$ cat src/sv/tos_pkg.sv
package tos_pkg;

    localparam int MACH_FRAC_BITS_DEF = 16;

    localparam int VEL_W   = 32;
    localparam int TEMP_W  = 24;
    localparam int PRES_W  = 36;
    localparam int AREA_W  = 32;
    localparam int MACH_W  = 24;
    localparam int GAMMA_W = 19;
    localparam int GASR_W  = 24;
    localparam int ASUM_W  = 48;
    localparam int SUM_W   = 64;

    localparam int DIV_NW = 128;
    localparam int DIV_DW = 68;

    localparam int QDEPTH = 2;

    localparam int IN_TDATA_W  = 312;
    localparam int OUT_TDATA_W = 64;
    localparam int CFG_AW = 5;
    localparam int CFG_DW = 64;

    localparam logic [PRES_W-1:0]  BACK_PRESSURE_RST = 36'd1621200;
    localparam logic [GAMMA_W-1:0] GAMMA_RST         = 19'd91750;
    localparam logic [GASR_W-1:0]  GASR_RST          = 24'd256;

    localparam logic [GAMMA_W:0]   GAMMA_ONE = 20'd65536;
    localparam logic [MACH_W-1:0]  MACH_MAX  = {MACH_W{1'b1}};
    localparam logic [PRES_W-1:0]  PRES_MAX  = {PRES_W{1'b1}};

    typedef enum logic [1:0] {
        REG_BACK_PRESSURE,
        REG_HEAT_RATIO,
        REG_GAS_CONST,
        REG_SUPERSONIC
    } cfg_reg_t;

    typedef struct packed {
        logic [PRES_W-1:0]  back_pressure;
        logic [GAMMA_W-1:0] gamma;
        logic [GASR_W-1:0]  gas_r;
        logic               supersonic;
    } cfg_t;

    typedef struct packed {
        logic                    mode;
        logic                    last;
        logic signed [VEL_W-1:0] vx;
        logic signed [VEL_W-1:0] vy;
        logic signed [VEL_W-1:0] vz;
        logic [TEMP_W-1:0]       temp;
        logic [PRES_W-1:0]       pres;
        logic [AREA_W-1:0]       area;
    } face_item_t;

    typedef struct packed {
        logic              frac;
        logic [MACH_W-1:0] metric;
        logic [PRES_W-1:0] shock;
        logic              invalid;
    } result_t;

    typedef enum logic [4:0] {
        ST_IDLE,
        ST_SQ,
        ST_GR,
        ST_DT,
        ST_DCHK,
        ST_DWAIT,
        ST_SQRT,
        ST_ACC,
        ST_SUM,
        ST_FIN,
        ST_MDIV,
        ST_PDIV,
        ST_SQM,
        ST_GAM,
        ST_XCALC,
        ST_PMUL,
        ST_SDIV,
        ST_SWAIT,
        ST_OUT
    } back_state_t;

endpackage

$ cat src/sv/tos_queue.sv
module tos_queue
(
    input  logic                 clk,
    input  logic                 rst_n,
    input  logic                 in_valid,
    output logic                 in_ready,
    input  tos_pkg::face_item_t  in_item,
    output logic                 out_valid,
    input  logic                 pop,
    output tos_pkg::face_item_t  out_item
);

    localparam int PTR_W = $clog2(tos_pkg::QDEPTH);
    localparam int CNT_W = $clog2(tos_pkg::QDEPTH + 1);

    tos_pkg::face_item_t  mem_reg [tos_pkg::QDEPTH];
    logic [PTR_W-1:0]     wr_ptr_reg, wr_ptr_next;
    logic [PTR_W-1:0]     rd_ptr_reg, rd_ptr_next;
    logic [CNT_W-1:0]     count_reg, count_next;
    logic                 push;
    logic                 take;

    assign in_ready  = count_reg != CNT_W'(tos_pkg::QDEPTH);
    assign out_valid = count_reg != '0;
    assign push      = in_valid && in_ready;
    assign take      = pop && out_valid;
    assign out_item  = mem_reg[rd_ptr_reg];

    always_comb
    begin
        wr_ptr_next = wr_ptr_reg;
        rd_ptr_next = rd_ptr_reg;
        count_next  = count_reg;
        if (push)
        begin
            wr_ptr_next = (wr_ptr_reg == PTR_W'(tos_pkg::QDEPTH - 1)) ? '0
                        : wr_ptr_reg + PTR_W'(1);
        end
        if (take)
        begin
            rd_ptr_next = (rd_ptr_reg == PTR_W'(tos_pkg::QDEPTH - 1)) ? '0
                        : rd_ptr_reg + PTR_W'(1);
        end
        if (push && !take)
        begin
            count_next = count_reg + CNT_W'(1);
        end
        else if (take && !push)
        begin
            count_next = count_reg - CNT_W'(1);
        end
    end

    always_ff @(posedge clk or negedge rst_n)
    begin
        if (!rst_n)
        begin
            wr_ptr_reg <= '0;
            rd_ptr_reg <= '0;
            count_reg  <= '0;
        end
        else
        begin
            wr_ptr_reg <= wr_ptr_next;
            rd_ptr_reg <= rd_ptr_next;
            count_reg  <= count_next;
        end
    end

    always_ff @(posedge clk)
    begin
        if (push)
        begin
            mem_reg[wr_ptr_reg] <= in_item;
        end
    end

endmodule

$ cat config.mk
export PLATFORM = sky130hd
export DESIGN_NAME = tos_queue
export DESIGN_NICKNAME = d
export VERILOG_FILES = /design/src/sv/tos_pkg.sv /design/src/sv/tos_queue.sv
export SDC_FILE = /design/constraint.sdc
export NUM_CORES = 1
export LEC_CHECK = 0
export BUFFER_PORTS_ARGS = -buffer_cell sky130_fd_sc_hd__buf_2
export CAP_MARGIN = 10
export CORE_MARGIN = 2
export CORE_UTILIZATION = 30
export DETAILED_ROUTE_END_ITERATION = 10
export PLACE_DENSITY = 0.47
export SYNTH_ARGS = -nofsm -noshare
export SYNTH_HDL_FRONTEND = slang
export SYNTH_SLANG_ARGS = --single-unit
$ cat constraint.sdc
create_clock -name clk -period 18.6 [get_ports clk]
set_clock_uncertainty 0.15 [all_clocks]
set_input_delay 2.79 -clock clk [delete_from_list [all_inputs] [get_ports clk]]
set_output_delay 2.79 -clock clk [all_outputs]
set_load 0.1 [all_outputs]
==> impl_metrics.py <==
metrics = {
    "run_status": {
        "status": "complete, no violations",
    },
    "synthesis": {
        "synth.net_count": 804,
        "yosysSeqAreaShare": 0.8208,
        "yosys.area.top_type_share": 0.8137,
        "synth_cell_types": 14,
        "ys_ff_latch": 384,
        "yosys-top-cells-area": "edfxtp_1 (81%), mux2_2 (15%), clkbuf_8 (1.7%)",
        "synthesis.area_mm2": 0.01402,
        "yosys.area.top_type": "edfxtp_1",
        "yosys_warnings": 0,
        "syn_inst": 609,
        "syn_avg_cell_area_um2": 23.03,
    },
    "sta": {
        "finalHoldViolations": 0,
        "tns_ns": 0,
        "finalMaxSlewViolations": 0,
        "min_period_over_period": 0.3363,
        "rsz0062_at_grt": "no",
        "timing.fmax_mhz": 159.9,
        "relSlewSlack": 0.2949,
        "tightestPinTransition_ns": 1.058,
        "min_period_ns": 6.256,
        "setup_viol": 0,
    },
    "placed_design": {
        "dp_hpwl_um": 19860,
        "place_area_mm2": 0.01650,
        "place_congestion": 0.7211,
        "portBuffers": 385,
    },
    "floorplan": {
        "fp.dieW_um": 220.2,
        "io_pins": 386,
        "num_rows": 79,
        "die_area_mm2": 0.04849,
        "start_util": 0.3025,
        "die_h_um": 220.2,
        "coreArea_mm2": 0.04636,
    },
    "clocking": {
        "cts_tree": "built",
        "htreeDepth": 2,
        "postCtsSetupRepairBufs": 0,
        "cts_num_sinks": 384,
        "clk_path_buf_depth": 3,
        "clkTransAtPathRegs_ns": 0.06,
        "cts_buffers": 43,
        "ctsHoldBuffers": 0,
        "post_cts_resize_count": 0,
        "insertion_delay_ns": 0.54,
        "cts-root-buf": "clkbuf_16",
    },
    "routing": {
        "vias_per_cell": 4.276,
        "ant_nets": 0,
        "drt_iter0_markers": 360,
        "route.detailed.drc": 0,
        "wirelength_um": 30860,
        "wl_per_cell_um": 18.53,
        "num_vias": 7119,
        "first_pass_iters": 4,
    },
    "job": {
        "cap_violations": 0,
    },
    "finish": {
        "nets": 1220,
        "drive_above_1_share": 0.6078,
        "largest_reg_flops": 380,
        "layout_commonest_cell": "buf_2",
        "final_cell_area_mm2": 0.01782,
        "fillers": 4364,
        "antenna_cells": 0,
        "area_growth_pct": 27.06,
        "final_cell_mix": "buf_2 (385), edfxtp_1 (380), mux2_2 (190)",
    },
    "worst_setup_path": {
        "end_kind": "primary output",
        "cp.required_ns": 15.66,
        "critPathKind": "reg -> out",
        "worstPathArrival_ns": 3.32,
        "startpoint_type": "register",
        "cp_max_fo": 68,
    },
    "grt": {
        "antenna_found_initial": 4,
        "grt_pass1_wl_um": 43680,
        "grt_util_all_layers": 0.1208,
        "gr-total-overflow": 0,
        "grt_pass1_vias": 7188,
        "grt_max_degree": 71,
    },
    "worst_hold_path": {
        "hp-class": "reg -> reg",
    },
}
layout make-up:
type,count,area [um2],area share
Multi-Input combinational cell,203,2242,0.1258
Clock buffer,58,1172,0.06580
Clock inverter,20,146.4,0.008216
Inverter,1,3.754,0.0002107
Tap cell,607,759.5,0.04262
Sequential cell,384,11510,0.6462
Timing Repair Buffer,392,1979,0.1111
Yosys cell counts:
cell	instances
edfxtp_1	380
mux2_2	190
clkbuf_8	17
buf_6	4
dfrtp_1	4
xnor2_1	3
nand2_1	2
nor2_1	2
xor2_1	2
and3_1	1
ha_1	1
inv_1	1
nand2b_1	1
or2_2	1
final timing paths:
kind / to / slack, ns / depth (start not counted) / startpoint
worst max-delay path: out_item[88] / 12.34 / 3 / rd_ptr_reg
worst min-delay path: count_reg[1] / 0.33 / 1 / count_reg[1]
worst max register to register: mem_reg[0][180] / 15.55 / 5 / count_reg[0]
worst min register to register: count_reg[1] / 0.33 / 1 / count_reg[1]
max in group asynchronous: rd_ptr_reg / 16.26 / 1 / rst_n
min in group asynchronous: count_reg[0] / 1.89 / 1 / rst_n
layer usage:
metal / GRT usage / up-vias / share of wire
li1: - / 3272 / -
met1: 0.1541 / 3531 / 0.42
met2: 0.1884 / 254 / 0.46
met3: 0.04577 / 54 / 0.094
met4: 0.04251 / 8 / 0.021
met5: 0 / - / 0.0014
per-stage QoR:
| step | cells | setup slack (ns) | utilization | hold WS [ns] |
|---|---|---|---|---|
| 6_report | 1665 | 12.34 | 0.3844 | 0.3290 |
| 5_1_grt | 1665 | 12.06 | 0.3844 | 0.3653 |
| 4_1_cts | 1665 | 12.13 | 0.3844 | 0.3332 |
| 3_5_place_dp | 1587 | 12.79 | 0.3559 | 0.3218 |
| 3_3_place_gp | 1587 | 12.75 | 0.3559 | 0.3232 |
| 2_1_floorplan | 609 | 6.888 | - | 0.3059 |
cell families (layout without fill, tap and decap cells):
kind of cell,Yosys count,in the layout,share of synthesized area
DFF,384,384,0.8208
buffers and inverters,22,471,0.02016
adders and majority gates,1,1,0.0008921
and+or+nand+nor,7,7,0.002410
xor gates and xnor gates,5,5,0.003123
muxes,190,190,0.1526
critical path, cell delays in order, from the launching register on:
cell	delay, ns
dfrtp_4	1.11
buf_4	0.86
mux2_2	0.36
buf_2	0.44
Power is not shown: default switching activity piles up to over one toggle a cycle in this logic, so the estimate is an artifact.
