===== src/sv/tos_pkg.sv =====
package tos_pkg;

    localparam int MACH_FRAC_BITS_DEF = 16;

    localparam int VEL_W   = 32;
    localparam int TEMP_W  = 24;
    localparam int PRES_W  = 36;
    localparam int AREA_W  = 32;
    localparam int MACH_W  = 24;
    localparam int GAMMA_W = 19;
    localparam int GASR_W  = 24;
    localparam int ASUM_W  = 48;
    localparam int SUM_W   = 64;

    localparam int DIV_NW = 128;
    localparam int DIV_DW = 68;

    localparam int QDEPTH = 2;

    localparam int IN_TDATA_W  = 312;
    localparam int OUT_TDATA_W = 64;
    localparam int CFG_AW = 5;
    localparam int CFG_DW = 64;

    localparam logic [PRES_W-1:0]  BACK_PRESSURE_RST = 36'd1621200;
    localparam logic [GAMMA_W-1:0] GAMMA_RST         = 19'd91750;
    localparam logic [GASR_W-1:0]  GASR_RST          = 24'd256;

    localparam logic [GAMMA_W:0]   GAMMA_ONE = 20'd65536;
    localparam logic [MACH_W-1:0]  MACH_MAX  = {MACH_W{1'b1}};
    localparam logic [PRES_W-1:0]  PRES_MAX  = {PRES_W{1'b1}};

    typedef enum logic [1:0] {
        REG_BACK_PRESSURE,
        REG_HEAT_RATIO,
        REG_GAS_CONST,
        REG_SUPERSONIC
    } cfg_reg_t;

    typedef struct packed {
        logic [PRES_W-1:0]  back_pressure;
        logic [GAMMA_W-1:0] gamma;
        logic [GASR_W-1:0]  gas_r;
        logic               supersonic;
    } cfg_t;

    typedef struct packed {
        logic                    mode;
        logic                    last;
        logic signed [VEL_W-1:0] vx;
        logic signed [VEL_W-1:0] vy;
        logic signed [VEL_W-1:0] vz;
        logic [TEMP_W-1:0]       temp;
        logic [PRES_W-1:0]       pres;
        logic [AREA_W-1:0]       area;
    } face_item_t;

    typedef struct packed {
        logic              frac;
        logic [MACH_W-1:0] metric;
        logic [PRES_W-1:0] shock;
        logic              invalid;
    } result_t;

    typedef enum logic [4:0] {
        ST_IDLE,
        ST_SQ,
        ST_GR,
        ST_DT,
        ST_DCHK,
        ST_DWAIT,
        ST_SQRT,
        ST_ACC,
        ST_SUM,
        ST_FIN,
        ST_MDIV,
        ST_PDIV,
        ST_SQM,
        ST_GAM,
        ST_XCALC,
        ST_PMUL,
        ST_SDIV,
        ST_SWAIT,
        ST_OUT
    } back_state_t;

endpackage


===== src/sv/tos_front.sv =====
module tos_front
(
    input  logic                                clk,
    input  logic                                rst_n,
    input  logic                                supersonic,
    input  logic                                s_tvalid,
    output logic                                s_tready,
    input  logic [tos_pkg::IN_TDATA_W-1:0]      s_tdata,
    input  logic                                s_tlast,
    output logic                                item_valid,
    input  logic                                item_ready,
    output tos_pkg::face_item_t                 item
);

    logic                 valid_reg, valid_next;
    tos_pkg::face_item_t  item_reg, item_next;
    logic                 accept;

    assign s_tready = !valid_reg || item_ready;
    assign accept   = s_tvalid && s_tready;

    // The mode in force when a face arrives picks the face or the cell side.
    always_comb
    begin
        item_next = item_reg;
        valid_next = valid_reg && !item_ready;
        if (accept)
        begin
            valid_next     = 1'b1;
            item_next.mode = supersonic;
            item_next.last = s_tlast;
            if (supersonic)
            begin
                item_next.vx   = s_tdata[31:0];
                item_next.vy   = s_tdata[63:32];
                item_next.vz   = s_tdata[95:64];
                item_next.temp = s_tdata[215:192];
            end
            else
            begin
                item_next.vx   = s_tdata[127:96];
                item_next.vy   = s_tdata[159:128];
                item_next.vz   = s_tdata[191:160];
                item_next.temp = s_tdata[239:216];
            end
            item_next.pres = s_tdata[275:240];
            item_next.area = s_tdata[307:276];
        end
    end

    always_ff @(posedge clk or negedge rst_n)
    begin
        if (!rst_n)
        begin
            valid_reg <= 1'b0;
        end
        else
        begin
            valid_reg <= valid_next;
        end
    end

    always_ff @(posedge clk)
    begin
        item_reg <= item_next;
    end

    assign item_valid = valid_reg;
    assign item       = item_reg;

endmodule


===== config.mk =====
export PLATFORM = sky130hd
export DESIGN_NAME = tos_front
export DESIGN_NICKNAME = d
export VERILOG_FILES = /design/src/sv/tos_pkg.sv /design/src/sv/tos_front.sv
export SDC_FILE = /design/constraint.sdc
export NUM_CORES = 1
export LEC_CHECK = 0
export ABC_AREA = 1
export BUFFER_PORTS_ARGS = -buffer_cell sky130_fd_sc_hd__buf_2
export CORE_AREA = 2 2 200 202
export CTS_CLUSTER_DIAMETER = 60
export DETAILED_ROUTE_END_ITERATION = 6
export DIE_AREA = 0 0 202 204
export PLACE_DENSITY = 0.53
export SETUP_SLACK_MARGIN = 0.4
export SYNTH_ARGS = -nofsm -noshare
export SYNTH_HDL_FRONTEND = slang
export SYNTH_SLANG_ARGS = --single-unit

===== constraint.sdc =====
create_clock -name clk -period 25.8 [get_ports clk]
set_clock_uncertainty 0.15 [all_clocks]
set_input_delay 1.29 -clock clk [delete_from_list [all_inputs] [get_ports clk]]
set_output_delay 1.29 -clock clk [all_outputs]
set_load 0.005 [all_outputs]

==> metrics.log <==
[metrics] status: completed
[metrics] Post-CTS Resized: 0
[metrics] post-layout total power: a little over 0.0007 W
[metrics] Worst Path Max Fanout: 2
[metrics] fraction of post-synthesis cell area in the top cell type by area: 0.7545
[metrics] post-synth cell types: 12
[metrics] DP Cell Count: approximately 1.6k
[metrics] number of max-cap violations: 0
[metrics] Post-layout nets: approximately 1.4k
[metrics] final standard cell area without fillers: between 10000 and 15000 um2
[metrics] Setup CP Type: primary input to output port
[metrics] area overhead of the layout relative to synthesis: 46.96%
[metrics] I/O pin total: 510
[metrics] post-route setup TNS: 0 ns
[metrics] IO buf count: just over 500
[metrics] sequential share of the synthesized area: 0.7578
[metrics] Max rail drop VDD: around 0.045 mV
[metrics] global placement routability congestion: between 0.7 and 0.8
[metrics] number of sinks handled by clock tree synthesis: around 190
[metrics] Hold Path Class: primary input to async pin
[metrics] number of synthesized register bits: between 150 and 200
[metrics] number of nets with antenna violations after detailed routing: 0
[metrics] iteration count of the initial detailed-routing pass: 4
[metrics] number of antenna violations at the first check in global routing: 4
[metrics] combined global-route utilization of all metal layers: 0.1093
[metrics] Clk Latency, worst-skew pair: 0.46 ns
[metrics] wire length per cell after detailed routing: approximately 14 um
[metrics] count of endpoints failing hold in the final timing report: 0
[metrics] starting density of the core: 0.1930
[metrics] worst endpoint data arrival time: roughly 1.7 ns
[metrics] vias in the first global route: 5485
[metrics] instance area at placement: ~11000 um2
[metrics] f_max: approximately 320 MHz
[metrics] Die W: just over 200 um
[metrics] worst slew pin tran: 0.9566 ns
[metrics] die extent in y: ~200 um
[metrics] area of the mapped netlist: roughly 7600 um2
[metrics] detail-routed via count per cell: 3.573
[metrics] mean cell area of the mapped netlist: 12.99 um2
[metrics] fraction of registers with async set or reset after synthesis: 0.005236
[metrics] Synth Warn #: 0
[metrics] total die area: between 40000 and 50000 um2
[metrics] RSZ-0062 raised after global routing: false
[metrics] Final Cycle Share: 0.1214
[metrics] Core Util, Final: 0.2836
[metrics] total wire length: between 20 and 25 mm
[metrics] # Post-CTS Setup Buffers: 0
[metrics] leading cell types by count after synthesis: 190 x sky130_fd_sc_hd__edfxtp_1, 122 x sky130_fd_sc_hd__inv_1, 122 x sky130_fd_sc_hd__nand2_1
[metrics] maximum number of pins on one net before global-route repair: 166
[metrics] dominant synthesized flop cell: sky130_fd_sc_hd__edfxtp_1
[metrics] crit end category: output port
[metrics] largest cells by area after synthesis: sky130_fd_sc_hd__edfxtp_1 75%, sky130_fd_sc_hd__o21ai_0 6.9%, sky130_fd_sc_hd__inv_1 6.1%
[metrics] clock tree from TritonCTS: yes
[metrics] LEAKAGE: 5.216 nW
[metrics] WP data required: ~24 ns
[metrics] number of hold buffers added after cts: 0
[metrics] violation count after the first detailed-routing iteration: roughly 240
[metrics] H-tree levels: 4
[metrics] total vias in the final route: 5792
[metrics] Syn Nets: 900
[metrics] Antenna Cells: 0
[metrics] clock root buffer master: sky130_fd_sc_hd__clkbuf_16
[metrics] buffers from clock root to sink, at most: 2
[metrics] total congestion overflow: 0
[metrics] shortest period the worst path allows: roughly 3.1 ns
[metrics] wire length of the first global-routing pass: ~33 mm
[metrics] number of enable flip-flop cells after synthesis: between 150 and 200
[metrics] endpoints failing setup: 0
[metrics] placeable core area: 39180 um2
[metrics] layout cells sized above 1: 0.5064
[metrics] cell with the most instances after synthesis: sky130_fd_sc_hd__edfxtp_1
[metrics] HPWL after detailed placement: ~18 mm
[metrics] remaining routing DRC violations: 0
[metrics] clock buffers created by TritonCTS: 17
[metrics] Relative slew margins: 0.3623
[metrics] gate count after technology mapping: a little under 600
[metrics] Max Slew Vio Count: 0
[metrics] Placement Rows: 73
[metrics] max FFs per register: 190
[metrics] power per cell area: about 63 nW/um2
[metrics] register clock-pin slew on the reported worst setup and hold paths: approximately 0.070 ns
[metrics] Worst setup SP type: primary input
[metrics] final cell count without fillers: 1621
[metrics] cell type with the largest total area after synthesis: sky130_fd_sc_hd__edfxtp_1
## worst max-delay path, cell delays in order
cell,delay [ns]
sky130_fd_sc_hd__buf_2,0.10
sky130_fd_sc_hd__inv_1,0.09
sky130_fd_sc_hd__nand2_1,0.08
sky130_fd_sc_hd__buf_2,0.13
## final cells by class
| cell class | count | area [um2] |
|---|---|---|
| clock buffer | 20 | 456.7 |
| clock inverter | 12 | 111.4 |
| fill | 4115 | 28070 |
| inverter | 122 | 457.9 |
| multi-input combinational | 243 | 1131 |
| sequential | 191 | 5731 |
| tap | 525 | 656.9 |
| timing repair buffer | 508 | 2569 |
## report_power, final
group          internal, W  total (W)  switching (W)  leakage, nW
Clock             0.000138   0.000258       0.000120        0.266
Sequential        0.000366   0.000370     0.00000483         1.83
Combinational    0.0000353  0.0000750      0.0000397         3.12
Total             0.000539   0.000704       0.000164         5.22
## cell families (layout without fill, tap and decap cells)
| family | after synthesis | count (layout) | share of synthesized area |
|---|---|---|---|
| AOI/OAI and AO/OA | 121 | 121 | 0.08752 |
| buffers and inverters | 148 | 662 | 0.09414 |
| DFF | 191 | 191 | 0.7578 |
| and+or+nand+nor | 122 | 122 | 0.06056 |
## cell usage in the layout, fill, tap and decap left out
master,Yosys,final
sky130_fd_sc_hd__buf_2,3,504
sky130_fd_sc_hd__edfxtp_1,190,190
sky130_fd_sc_hd__inv_1,122,122
sky130_fd_sc_hd__nand2_1,122,122
sky130_fd_sc_hd__o21ai_0,105,105
sky130_fd_sc_hd__clkbuf_16,0,17
sky130_fd_sc_hd__o21ai_2,15,15
sky130_fd_sc_hd__clkinvlp_4,0,5
sky130_fd_sc_hd__clkinv_2,0,3
sky130_fd_sc_hd__clkbuf_8,10,2
sky130_fd_sc_hd__buf_4,0,2
sky130_fd_sc_hd__a21oi_4,0,1
sky130_fd_sc_hd__bufinv_16,0,1
sky130_fd_sc_hd__inv_8,0,1
sky130_fd_sc_hd__clkbuf_1,4,1
sky130_fd_sc_hd__inv_6,0,1
sky130_fd_sc_hd__clkinv_4,0,1
sky130_fd_sc_hd__buf_6,5,1
sky130_fd_sc_hd__dfrtp_1,1,1
sky130_fd_sc_hd__buf_12,0,1
## worst paths after layout
path                            cells after the start                   end                 start  slack, ns
max in group asynchronous                           1  item_valid$_DFF_PN0_                 rst_n      24.97
worst max-delay path                                4              s_tready            item_ready      22.67
worst min-delay path                                1  item_valid$_DFF_PN0_                 rst_n       0.44
worst max register to register                      2   item[174]$_DFFE_PP_  item_valid$_DFF_PN0_      23.21
min in group clk                                    2  item_valid$_DFF_PN0_  item_valid$_DFF_PN0_       0.46
worst min register to register                      2  item_valid$_DFF_PN0_  item_valid$_DFF_PN0_       0.46
## per-layer routing
metal	global-route usage	wire length, um	share of wire	up-vias
met1	0.1218	9003	0.39	2536
met3	0.04703	2269	0.098	28
met5	0	36	0.0016	-
met2	0.1827	11370	0.49	293
li1	-	-	-	2931
met4	0.04622	417	0.018	4
## metrics by stage
step	hold slack, ns	setup slack (ns)
detailed placement	0.4359	22.23
floorplan	0.3778	14.39
global placement	0.4087	22.25
global route	0.4005	22.57
finish	0.4433	22.67
CTS	0.3937	22.67
Note: power is estimated with default switching activity, not from simulation.
